### src/rtl/srr_pkg.sv
// Shared widths, codes and the slot entry type of the selective-repeat receiver.
// No dependencies; imported by the receiver core.
`timescale 1ns / 1ps

package srr_pkg;

    // Field widths
    localparam int FUNC_W   = 2;
    localparam int SEQ_W    = 31;
    localparam int LEN_W    = 11;
    localparam int HANDLE_W = 16;
    localparam int SENDER_W = 48;
    localparam int KIND_W   = 2;
    localparam int BYTES_W  = 32;
    localparam int CFG_W    = 6;

    // Stream data widths, padded to whole bytes
    localparam int IN_TDATA_W  = 112;
    localparam int OUT_TDATA_W = 96;

    // Defaults
    localparam int DEFAULT_WINDOW_DEPTH = 32;
    localparam int LAN_WINDOW_LEN       = 4;

    // Packet types
    localparam logic [FUNC_W-1:0] FUNC_SETUP = 2'd0;
    localparam logic [FUNC_W-1:0] FUNC_DATA  = 2'd1;
    localparam logic [FUNC_W-1:0] FUNC_FIN   = 2'd2;

    // Result kinds
    localparam logic [KIND_W-1:0] KIND_ACK     = 2'd0;
    localparam logic [KIND_W-1:0] KIND_NACK    = 2'd1;
    localparam logic [KIND_W-1:0] KIND_BUSY    = 2'd2;
    localparam logic [KIND_W-1:0] KIND_DELIVER = 2'd3;

    // One stored packet of the reorder window
    typedef struct packed {
        logic                fin;
        logic [HANDLE_W-1:0] handle;
        logic [LEN_W-1:0]    len;
    } t_slot_entry;

endpackage

### src/rtl/selective_repeat_receiver_core.sv
// Selective-repeat receiver core: window control, reorder slot memory and result register.
// Depends on srr_pkg.
`timescale 1ns / 1ps

// Channel    | Dir | Handshake                      | Payload
// -----------+-----+--------------------------------+-------------------------------------
// s_axis     | in  | s_axis_tvalid / s_axis_tready  | tuser func; tdata seq, len, handle, sender
// m_axis     | out | m_axis_tvalid / m_axis_tready  | tuser kind; tdata seq..bytes; tlast last
// cfg        | in  | i_cfg_valid / o_cfg_ready      | i_cfg_data window length
//
// One packet is worked on at a time. An accepted packet goes to the decide state; one with no
// result returns to idle, a setup, a duplicate or a late fin goes on to the emit state, and a
// stored data or fin packet goes through the check state, a deliver state per delivered packet
// behind a check state that starts the registered slot memory read, the nack state for each
// sequence between the new expected sequence and the packet, and the emit state. After reset,
// a window write or a sequence wrap, the next packet first passes the bit-serial remainder
// unit that finds the slot of the expected sequence. Reset is synchronous; it resets all
// control state and clears the slot valid bits at once. Each result waits in the output
// register while m_axis_tready is low, and the sequencer holds until that register is free.
module selective_repeat_receiver_core #(
    parameter int WINDOW_DEPTH = srr_pkg::DEFAULT_WINDOW_DEPTH
) (
    input  logic                            i_clk,
    input  logic                            i_rst_n,
    // Configuration write channel
    input  logic                            i_cfg_valid,
    output logic                            o_cfg_ready,
    input  logic [srr_pkg::CFG_W-1:0]       i_cfg_data,    // window length
    // Packet descriptor input
    input  logic                            s_axis_tvalid,
    output logic                            s_axis_tready,
    // tdata from bit 0: seq[30:0], packet_len[41:31], buffer_handle[57:42],
    // sender_id[105:58], zero fill[111:106]
    input  logic [srr_pkg::IN_TDATA_W-1:0]  s_axis_tdata,
    input  logic [srr_pkg::FUNC_W-1:0]      s_axis_tuser,  // func
    // Result output
    output logic                            m_axis_tvalid,
    input  logic                            m_axis_tready,
    // tdata from bit 0: out_seq[30:0], out_len[41:31], out_handle[57:42],
    // out_fin[58], bytes_total[90:59], zero fill[95:91]
    output logic [srr_pkg::OUT_TDATA_W-1:0] m_axis_tdata,
    output logic [srr_pkg::KIND_W-1:0]      m_axis_tuser,  // kind
    output logic                            m_axis_tlast   // last
);
    import srr_pkg::*;

    localparam int IW = (WINDOW_DEPTH > 1) ? $clog2(WINDOW_DEPTH) : 1;
    localparam int WW = $clog2(WINDOW_DEPTH + 1);
    localparam int CW = $clog2(SEQ_W);
    localparam logic [CFG_W-1:0] DEPTH_CFG = CFG_W'(WINDOW_DEPTH);

    // Sequencer states
    localparam logic [2:0] ST_IDLE   = 3'd0;
    localparam logic [2:0] ST_MOD    = 3'd1;
    localparam logic [2:0] ST_DECIDE = 3'd2;
    localparam logic [2:0] ST_CHECK  = 3'd3;
    localparam logic [2:0] ST_DELIV  = 3'd4;
    localparam logic [2:0] ST_NACK   = 3'd5;
    localparam logic [2:0] ST_EMIT   = 3'd6;

    // Control state
    logic [2:0]              r_state,    n_state;
    logic [CFG_W-1:0]        r_window,   n_window;
    logic                    r_active,   n_active;
    logic [SEQ_W-1:0]        r_exp,      n_exp;
    logic [SENDER_W-1:0]     r_sender,   n_sender;
    logic [WINDOW_DEPTH-1:0] r_valid,    n_valid;
    logic [BYTES_W-1:0]      r_bytes,    n_bytes;
    logic [IW-1:0]           r_exp_slot, n_exp_slot;
    logic                    r_dirty,    n_dirty;
    logic [SEQ_W-1:0]        r_div_sh,   n_div_sh;
    logic [WW-1:0]           r_rem,      n_rem;
    logic [CW-1:0]           r_cnt,      n_cnt;
    logic [SEQ_W:0]          r_cur,      n_cur;
    logic [IW-1:0]           r_idx,      n_idx;
    logic                    r_stop,     n_stop;
    logic [KIND_W-1:0]       r_res_kind, n_res_kind;
    logic [SEQ_W-1:0]        r_res_seq,  n_res_seq;
    logic                    r_out_valid;

    // Latched packet and output payload
    logic [FUNC_W-1:0]       r_func;
    logic [SEQ_W-1:0]        r_seq;
    logic [LEN_W-1:0]        r_len;
    logic [HANDLE_W-1:0]     r_handle;
    logic [SENDER_W-1:0]     r_in_sender;
    logic [KIND_W-1:0]       r_out_kind;
    logic [SEQ_W-1:0]        r_out_seq;
    logic [LEN_W-1:0]        r_out_len;
    logic [HANDLE_W-1:0]     r_out_handle;
    logic                    r_out_fin;
    logic [BYTES_W-1:0]      r_out_bytes;
    logic                    r_out_last;

    // Slot memory
    t_slot_entry             r_slot_mem [WINDOW_DEPTH];
    t_slot_entry             r_rd_data;
    logic                    mem_we;
    logic [IW-1:0]           mem_waddr;
    t_slot_entry             mem_wdata;
    logic                    mem_re;

    // Result load
    logic                    emit;
    logic [KIND_W-1:0]       e_kind;
    logic [SEQ_W-1:0]        e_seq;
    logic [LEN_W-1:0]        e_len;
    logic [HANDLE_W-1:0]     e_handle;
    logic                    e_fin;
    logic [BYTES_W-1:0]      e_bytes;

    logic                    in_accept;
    logic                    out_free;
    logic [WW-1:0]           win;
    logic [IW-1:0]           idx_inc;
    logic [BYTES_W:0]        byte_sum;
    logic [BYTES_W-1:0]      byte_sat;

    assign in_accept = s_axis_tvalid && s_axis_tready;
    assign out_free  = !r_out_valid || m_axis_tready;

    // Effective window: zero acts as one, large values clamp to the depth
    always_comb begin
        if (r_window == '0) begin
            win = WW'(1);
        end else if (r_window > DEPTH_CFG) begin
            win = WW'(WINDOW_DEPTH);
        end else begin
            win = WW'(r_window);
        end
    end

    // Running slot index steps modulo the window
    assign idx_inc = (r_idx == IW'(win - WW'(1))) ? '0 : r_idx + IW'(1);

    // Saturating byte count for the packet being delivered
    assign byte_sum = {1'b0, r_bytes} + (BYTES_W + 1)'(r_rd_data.len);
    assign byte_sat = byte_sum[BYTES_W] ? '1 : byte_sum[BYTES_W-1:0];

    // Sequencer
    always_comb begin
        logic [WW:0]    rem_t;
        logic [SEQ_W:0] off;
        logic [WW:0]    slot_sum;
        logic [IW-1:0]  slot;

        n_state    = r_state;
        n_window   = r_window;
        n_active   = r_active;
        n_exp      = r_exp;
        n_sender   = r_sender;
        n_valid    = r_valid;
        n_bytes    = r_bytes;
        n_exp_slot = r_exp_slot;
        n_dirty    = r_dirty;
        n_div_sh   = r_div_sh;
        n_rem      = r_rem;
        n_cnt      = r_cnt;
        n_cur      = r_cur;
        n_idx      = r_idx;
        n_stop     = r_stop;
        n_res_kind = r_res_kind;
        n_res_seq  = r_res_seq;

        mem_we    = 1'b0;
        mem_waddr = '0;
        mem_wdata = '{fin: (r_func == FUNC_FIN), handle: r_handle, len: r_len};
        mem_re    = 1'b0;

        emit     = 1'b0;
        e_kind   = KIND_ACK;
        e_seq    = '0;
        e_len    = '0;
        e_handle = '0;
        e_fin    = 1'b0;
        e_bytes  = r_bytes;

        // Slot of an in-window packet from its distance to the expected sequence
        off      = {1'b0, r_seq} - {1'b0, r_exp};
        slot_sum = (WW + 1)'(r_exp_slot) + (WW + 1)'(off[WW-1:0]);
        if (slot_sum >= {1'b0, win}) begin
            slot_sum = slot_sum - {1'b0, win};
        end
        slot = slot_sum[IW-1:0];

        rem_t = {r_rem, r_div_sh[SEQ_W-1]};

        // A window write forces the expected slot to be found again
        if (i_cfg_valid) begin
            n_window = i_cfg_data;
            n_dirty  = 1'b1;
        end

        case (r_state)
            ST_IDLE: begin
                if (in_accept) begin
                    n_div_sh = r_exp;
                    n_rem    = '0;
                    n_cnt    = '0;
                    n_state  = r_dirty ? ST_MOD : ST_DECIDE;
                end
            end

            // Restoring remainder of the expected sequence by the window, one bit a cycle
            ST_MOD: begin
                if (rem_t >= {1'b0, win}) begin
                    rem_t = rem_t - {1'b0, win};
                end
                n_rem    = rem_t[WW-1:0];
                n_div_sh = r_div_sh << 1;
                n_cnt    = r_cnt + CW'(1);
                if (r_cnt == CW'(SEQ_W - 1)) begin
                    n_exp_slot = rem_t[IW-1:0];
                    n_dirty    = 1'b0;
                    n_state    = ST_DECIDE;
                end
            end

            ST_DECIDE: begin
                n_state = ST_IDLE;
                case (r_func)
                    FUNC_SETUP: begin
                        n_res_seq = '0;
                        n_state   = ST_EMIT;
                        if (!r_active) begin
                            n_active   = 1'b1;
                            n_exp      = SEQ_W'(1);
                            n_sender   = r_in_sender;
                            n_bytes    = '0;
                            n_valid    = '0;
                            n_exp_slot = (win == WW'(1)) ? '0 : IW'(1);
                            n_res_kind = KIND_ACK;
                        end else if (r_in_sender == r_sender) begin
                            n_res_kind = KIND_ACK;
                        end else begin
                            n_res_kind = KIND_BUSY;
                        end
                    end
                    FUNC_DATA, FUNC_FIN: begin
                        if (!r_active) begin
                            // Late fin of the finished transfer is acked again
                            if (r_func == FUNC_FIN && r_seq == r_exp - SEQ_W'(1)) begin
                                n_res_kind = KIND_ACK;
                                n_res_seq  = r_seq;
                                n_state    = ST_EMIT;
                            end
                        end else if ({1'b0, r_seq} >= {1'b0, r_exp} + (SEQ_W + 1)'(win)) begin
                            n_state = ST_IDLE;
                        end else if (r_seq < r_exp) begin
                            // Duplicate: cumulative ack only
                            n_res_kind = KIND_ACK;
                            n_res_seq  = r_exp - SEQ_W'(1);
                            n_state    = ST_EMIT;
                        end else begin
                            if (!r_valid[slot]) begin
                                n_valid[slot] = 1'b1;
                                mem_we        = 1'b1;
                                mem_waddr     = slot;
                            end
                            n_cur   = {1'b0, r_exp};
                            n_idx   = r_exp_slot;
                            n_stop  = 1'b0;
                            n_state = ST_CHECK;
                        end
                    end
                    default: begin
                        n_state = ST_IDLE;
                    end
                endcase
            end

            // Read the next in-order slot, or close the delivery run
            ST_CHECK: begin
                if (!r_stop && r_valid[r_idx]) begin
                    mem_re  = 1'b1;
                    n_state = ST_DELIV;
                end else begin
                    n_exp = r_cur[SEQ_W-1:0];
                    if (r_cur[SEQ_W]) begin
                        n_dirty = 1'b1;
                    end else begin
                        n_exp_slot = r_idx;
                    end
                    n_res_kind = KIND_ACK;
                    n_res_seq  = r_cur[SEQ_W-1:0] - SEQ_W'(1);
                    n_state    = ST_NACK;
                end
            end

            ST_DELIV: begin
                if (out_free) begin
                    emit          = 1'b1;
                    e_kind        = KIND_DELIVER;
                    e_seq         = r_cur[SEQ_W-1:0];
                    e_len         = r_rd_data.len;
                    e_handle      = r_rd_data.handle;
                    e_fin         = r_rd_data.fin;
                    e_bytes       = byte_sat;
                    n_bytes       = byte_sat;
                    n_valid[r_idx] = 1'b0;
                    n_cur         = r_cur + (SEQ_W + 1)'(1);
                    n_idx         = idx_inc;
                    if (r_rd_data.fin) begin
                        n_active = 1'b0;
                        n_stop   = 1'b1;
                    end
                    n_state = ST_CHECK;
                end
            end

            // Nack each empty slot between the expected sequence and the packet
            ST_NACK: begin
                if (r_cur < {1'b0, r_seq}) begin
                    if (r_valid[r_idx]) begin
                        n_cur = r_cur + (SEQ_W + 1)'(1);
                        n_idx = idx_inc;
                    end else if (out_free) begin
                        emit   = 1'b1;
                        e_kind = KIND_NACK;
                        e_seq  = r_cur[SEQ_W-1:0];
                        n_cur  = r_cur + (SEQ_W + 1)'(1);
                        n_idx  = idx_inc;
                    end
                end else begin
                    n_state = ST_EMIT;
                end
            end

            // Final ack or busy reply
            ST_EMIT: begin
                if (out_free) begin
                    emit    = 1'b1;
                    e_kind  = r_res_kind;
                    e_seq   = r_res_seq;
                    n_state = ST_IDLE;
                end
            end

            default: begin
                n_state = ST_IDLE;
            end
        endcase
    end

    // Control registers
    always_ff @(posedge i_clk) begin
        if (!i_rst_n) begin
            r_state     <= ST_IDLE;
            r_window    <= CFG_W'(LAN_WINDOW_LEN);
            r_active    <= 1'b0;
            r_exp       <= SEQ_W'(1);
            r_sender    <= '0;
            r_valid     <= '0;
            r_bytes     <= '0;
            r_exp_slot  <= '0;
            r_dirty     <= 1'b1;
            r_div_sh    <= '0;
            r_rem       <= '0;
            r_cnt       <= '0;
            r_cur       <= '0;
            r_idx       <= '0;
            r_stop      <= 1'b0;
            r_res_kind  <= KIND_ACK;
            r_res_seq   <= '0;
            r_out_valid <= 1'b0;
        end else begin
            r_state     <= n_state;
            r_window    <= n_window;
            r_active    <= n_active;
            r_exp       <= n_exp;
            r_sender    <= n_sender;
            r_valid     <= n_valid;
            r_bytes     <= n_bytes;
            r_exp_slot  <= n_exp_slot;
            r_dirty     <= n_dirty;
            r_div_sh    <= n_div_sh;
            r_rem       <= n_rem;
            r_cnt       <= n_cnt;
            r_cur       <= n_cur;
            r_idx       <= n_idx;
            r_stop      <= n_stop;
            r_res_kind  <= n_res_kind;
            r_res_seq   <= n_res_seq;
            if (emit) begin
                r_out_valid <= 1'b1;
            end else if (m_axis_tready) begin
                r_out_valid <= 1'b0;
            end
        end
    end

    // Packet capture and result payload
    always_ff @(posedge i_clk) begin
        if (in_accept) begin
            r_func      <= s_axis_tuser;
            r_seq       <= s_axis_tdata[SEQ_W-1:0];
            r_len       <= s_axis_tdata[SEQ_W +: LEN_W];
            r_handle    <= s_axis_tdata[SEQ_W + LEN_W +: HANDLE_W];
            r_in_sender <= s_axis_tdata[SEQ_W + LEN_W + HANDLE_W +: SENDER_W];
        end
        if (emit) begin
            r_out_kind   <= e_kind;
            r_out_seq    <= e_seq;
            r_out_len    <= e_len;
            r_out_handle <= e_handle;
            r_out_fin    <= e_fin;
            r_out_bytes  <= e_bytes;
            r_out_last   <= (e_kind == KIND_ACK) || (e_kind == KIND_BUSY);
        end
    end

    // Slot memory: one write port, one registered read port
    always_ff @(posedge i_clk) begin
        if (mem_we) begin
            r_slot_mem[mem_waddr] <= mem_wdata;
        end
        if (mem_re) begin
            r_rd_data <= r_slot_mem[r_idx];
        end
    end

    // Ports
    assign o_cfg_ready   = 1'b1;
    assign s_axis_tready = (r_state == ST_IDLE);
    assign m_axis_tvalid = r_out_valid;
    assign m_axis_tuser  = r_out_kind;
    assign m_axis_tlast  = r_out_last;
    assign m_axis_tdata  = {
        (OUT_TDATA_W - SEQ_W - LEN_W - HANDLE_W - 1 - BYTES_W)'(0),
        r_out_bytes, r_out_fin, r_out_handle, r_out_len, r_out_seq
    };

    // Checks
    a_one_packet_at_a_time: assert property (
        @(posedge i_clk) disable iff (!i_rst_n)
        in_accept |=> !s_axis_tready
    ) else $error("input accepted while a packet is still in work");

    a_deliver_slot_valid: assert property (
        @(posedge i_clk) disable iff (!i_rst_n)
        (r_state == ST_DELIV) |-> r_valid[r_idx]
    ) else $error("delivering from an empty slot");

    a_last_on_final_reply: assert property (
        @(posedge i_clk) disable iff (!i_rst_n)
        m_axis_tvalid |-> (m_axis_tlast ==
            ((m_axis_tuser == KIND_ACK) || (m_axis_tuser == KIND_BUSY)))
    ) else $error("last flag does not match the final reply");

endmodule

### config.mk
export PLATFORM = sky130hd
export DESIGN_NAME = selective_repeat_receiver_core
export DESIGN_NICKNAME = d
export VERILOG_FILES = /design/src/rtl/srr_pkg.sv /design/src/rtl/selective_repeat_receiver_core.sv
export SDC_FILE = /design/constraint.sdc
export NUM_CORES = 2
export LEC_CHECK = 0
export BUFFER_PORTS_ARGS = -buffer_cell sky130_fd_sc_hd__buf_2
export CORE_MARGIN = 2
export CORE_UTILIZATION = 50
export CTS_CLUSTER_DIAMETER = 30
export CTS_CLUSTER_SIZE = 10
export DETAILED_ROUTE_END_ITERATION = 12
export PLACE_DENSITY = 0.74
export SLEW_MARGIN = 20
export SYNTH_ARGS = -nofsm -noshare
export SYNTH_HDL_FRONTEND = slang
export SYNTH_SLANG_ARGS = --single-unit
### constraint.sdc
create_clock -name i_clk -period 8.5 [get_ports i_clk]
set_input_delay 1.275 -clock i_clk [delete_from_list [all_inputs] [get_ports i_clk]]
set_output_delay 1.275 -clock i_clk [all_outputs]
set_load 0.01 [all_outputs]
==> run_results.csv <==
group,metric,value,unit
status,status,"complete, no violations",
route,drc,0,
pwr,seqPwrFrac,34.7,%
global_routing,antenna_found_initial,6,
setup_path,cp-start-kind,"flop",
sta,fin_skew,0.1071,ns
pwr,intPower,17690,uW
place,place.gp.congestion,0.9468,
yosys,synth_edf_count,1126,
floorplan,start_util,50.42,%
final_layout,area_growth,21.83,%
sta,tns,0,ns
global_routing,grt_pass1_wl,277800,um
final_layout,drive_gt1_share,22.45,%
clocking,cts_root_buffer,"clkbuf_16",
global_routing,grt_overflow,0,
yosys,ys_warn_count,0,
pwr,p_comb_share,19.0,%
setup_path,worstSetupEndpointType,"flop",
sta,worst_pin_slew,1.173,ns
route,dr.pass1.iters,6,
floorplan,ios,227,
pwr,clkPwrFrac,46.3,%
pwr,leakage,0.02605,uW
yosys,synthArstFlopShare,0,%
floorplan,core,123800,um2
pwr,vdd_ir_drop_max,0.0002197,V
sta,fin_crit_sh,91.24,%
sta,slew_viol_final,0,
clocking,cts.clk_slew.worst_paths,0.05,ns
place,dp.cells,6228,
setup_path,critPathMostFrequentCell,"o21ai_0",
floorplan,fp.dieW,357.3,um
route,routed_wl,189700,um
global_routing,grt_usage,29.36,%
route,met2_length,91340,um
floorplan,rows,129,
global_routing,grt_pass1_vias,42924,
sta,fmax,128.9,MHz
setup_path,slowest_delay,0.61,ns
yosys,synth_cell_types,91,
final_layout,final_nets,5171,
setup_path,worstPathMaxFanout,10,
route,vias_per_cell,6.448,
final_layout,instances_no_fill,6752,
yosys,synth_top_area_cell,"edfxtp_1",
setup_path,crit_buf_inv,6,
yosys,synth_top_cell_area_share,54.17,%
pwr,power.switching,7525,uW
worst_hold_path,hold_path.class,"flop to flop",
floorplan,die-height,357.3,um
setup_path,cp_slowest_cell,"nor2_4",
clocking,postCtsResizedCells,0,
sta,rsz0062_at_grt,"no",
route,drt.antenna.violating_nets,0,
clocking,cts_setup_buffers,0,
clocking,cts_inserted_buffers,301,
yosys,synth_area_leaders,"edfxtp_1, dfxtp_1, mux4_2",
yosys,ys.flop_type,"edfxtp_1",
clocking,clk_latency,0.92,ns
yosys,seq_area_frac_synth,62.89,%
clocking,h-tree-depth,5,
route,wl_met1,69780,um
clocking,cts.sinks,1398,
route,num_vias,43539,
yosys,synth_area,62420,um2
global_routing,grt_start_max_net_pins,109,
route,wl_per_cell,28.09,um
run,drv_cap,0,
route,wl_met3,19040,um
place,port-buffer-count,214,
pwr,power_density,331.6,nW/um2
route,highest_layer,"met5",
setup_path,critPathKind,"flop to flop",
sta,finalHoldViolations,0,
floorplan,dieArea,127700,um2
place,hpwlAfterDp,108800,um
yosys,synth_seq_cells,1398,
sta,final-setup-viol-count,0,
clocking,cts_tree,"done",
sta,period_needed,7.755,ns
pwr,swShare,29.84,%
route,drt-initial-drc-count,5591,
setup_path,required,9.07,ns
setup_path,critPathTopFamily,"compound AO/OA/AOI/OAI gates",
yosys,syn_inst,4572,
setup_path,crit_arrival,8.32,ns
clocking,clockBufferDepth,4,
clocking,holdBufCountCts,0,
yosys,syn_avg_cell_area,13.65,um2
sta,relSlewSlack,19.81,%
[power by group through the flow]
stage | logic (uW) | clock network, uW | registers, uW
after floorplan | 2970 | 0 | 8750
after CTS | 4620 | 11800 | 8790
final | 4780 | 11700 | 8760
after global routing | 5100 | 12100 | 8820
after detailed placement | 4560 | 0 | 8900
after global placement | 4510 | 0 | 8860
[flip-flops by register name (all words and copies together), names as in the netlist, 32 cells and up]
name,count
r_sender,48
r_valid,32
r_in_sender,48
r_cur,32
r_out_bytes,32
r_bytes,32
r_slot_mem,896
[area by class of cell]
type	instances	area (um2)
fill	8796	47750
sequential	1398	39270
multi-input combinational	2739	21790
clock buffer	344	7923
timing repair buffer	335	2380
clock inverter	174	2168
tap	1637	2048
inverter	124	470.5
antenna	1	2.502
[worst min-delay path: stages (launching register included)]
cell and delay (ns):
dfxtp_1 0.30, nand3_1 0.06, o21ai_1 0.05
[logic make-up (layout without fill, tap and decap cells)]
| kind of cell | count (synthesis) | after routing | share of synthesized area, % |
|---|---|---|---|
| flops | 1398 | 1398 | 62.89 |
| buf+inv | 439 | 977 | 2.800 |
| simple gates | 1144 | 1144 | 8.669 |
| compound gates | 945 | 945 | 10.19 |
| other cells | 2 | 7 | 0.01203 |
| mux | 296 | 296 | 9.421 |
| fa+ha+maj | 147 | 147 | 3.019 |
| xor+xnor | 201 | 201 | 2.997 |
[metrics by stage]
stage	setup slack, ns	area [um2]	utilization [%]	power (uW)	hold WS [ns]
after CTS	0.8606	75940	61.34	25170	0.4562
after global placement	0.9631	65850	53.19	13380	0.4438
after global routing	0.2423	76050	61.43	26010	0.4745
after detailed placement	0.9278	65850	53.19	13470	0.4481
final	0.7445	76050	61.43	25220	0.4547
after floorplan	0.9028	62440	-	11710	0.4365
[synth_stat cells (all sizes together) (54+ instances only)]
master / instances
a21oi: 163
a22oi: 141
a31oi: 65
and3: 54
buf: 66
clkbuf: 249
dfxtp: 272
edfxtp: 1126
ha: 141
inv: 122
mux4: 232
nand2: 375
nand3: 100
nand4: 78
nor2: 298
nor3: 70
o21ai: 202
xnor2: 162
[layer usage]
metal  track usage (%)  vias to the layer above
met2             47.60                     2784
met4             14.83                       10
met1             36.80                    21663
li1                  -                    18498
met3             7.230                      584
met5                 0                        -
[cells in the final DEF, fill, tap and decap left out, types with 34 or more instances in the layout]
| cell | instances |
|---|---|
| edfxtp_1 | 1126 |
| nand2_1 | 373 |
| clkbuf_16 | 308 |
| dfxtp_1 | 269 |
| nor2_1 | 261 |
| mux4_2 | 232 |
| buf_2 | 214 |
| o21ai_0 | 172 |
| xnor2_1 | 162 |
| a21oi_1 | 161 |
| a22oi_1 | 141 |
| ha_1 | 140 |
| inv_1 | 119 |
| nand3_1 | 99 |
| buf_4 | 89 |
| nand4_1 | 77 |
| nor3_1 | 65 |
| a31oi_1 | 65 |
| and3_1 | 53 |
| a211oi_1 | 52 |
| mux2i_1 | 52 |
| bufinv_16 | 43 |
| clkinv_2 | 43 |
| a21o_1 | 40 |
| nor2_4 | 36 |
| o22ai_1 | 36 |
| a311oi_1 | 35 |
| a22o_1 | 34 |
[path summary, 6_finish.rpt]
check	from	end	slack [ns]	depth (start not counted)
worst max-delay path	r_window[1]	r_slot_mem[6][11]	0.74	30
worst min-delay path	r_res_seq[21]	r_res_seq[21]	0.45	2
worst max register to register	r_window[1]	r_slot_mem[6][11]	0.74	30
worst min register to register	r_res_seq[21]	r_res_seq[21]	0.45	2
No activity file was read; power rests on OpenSTA's default activity.
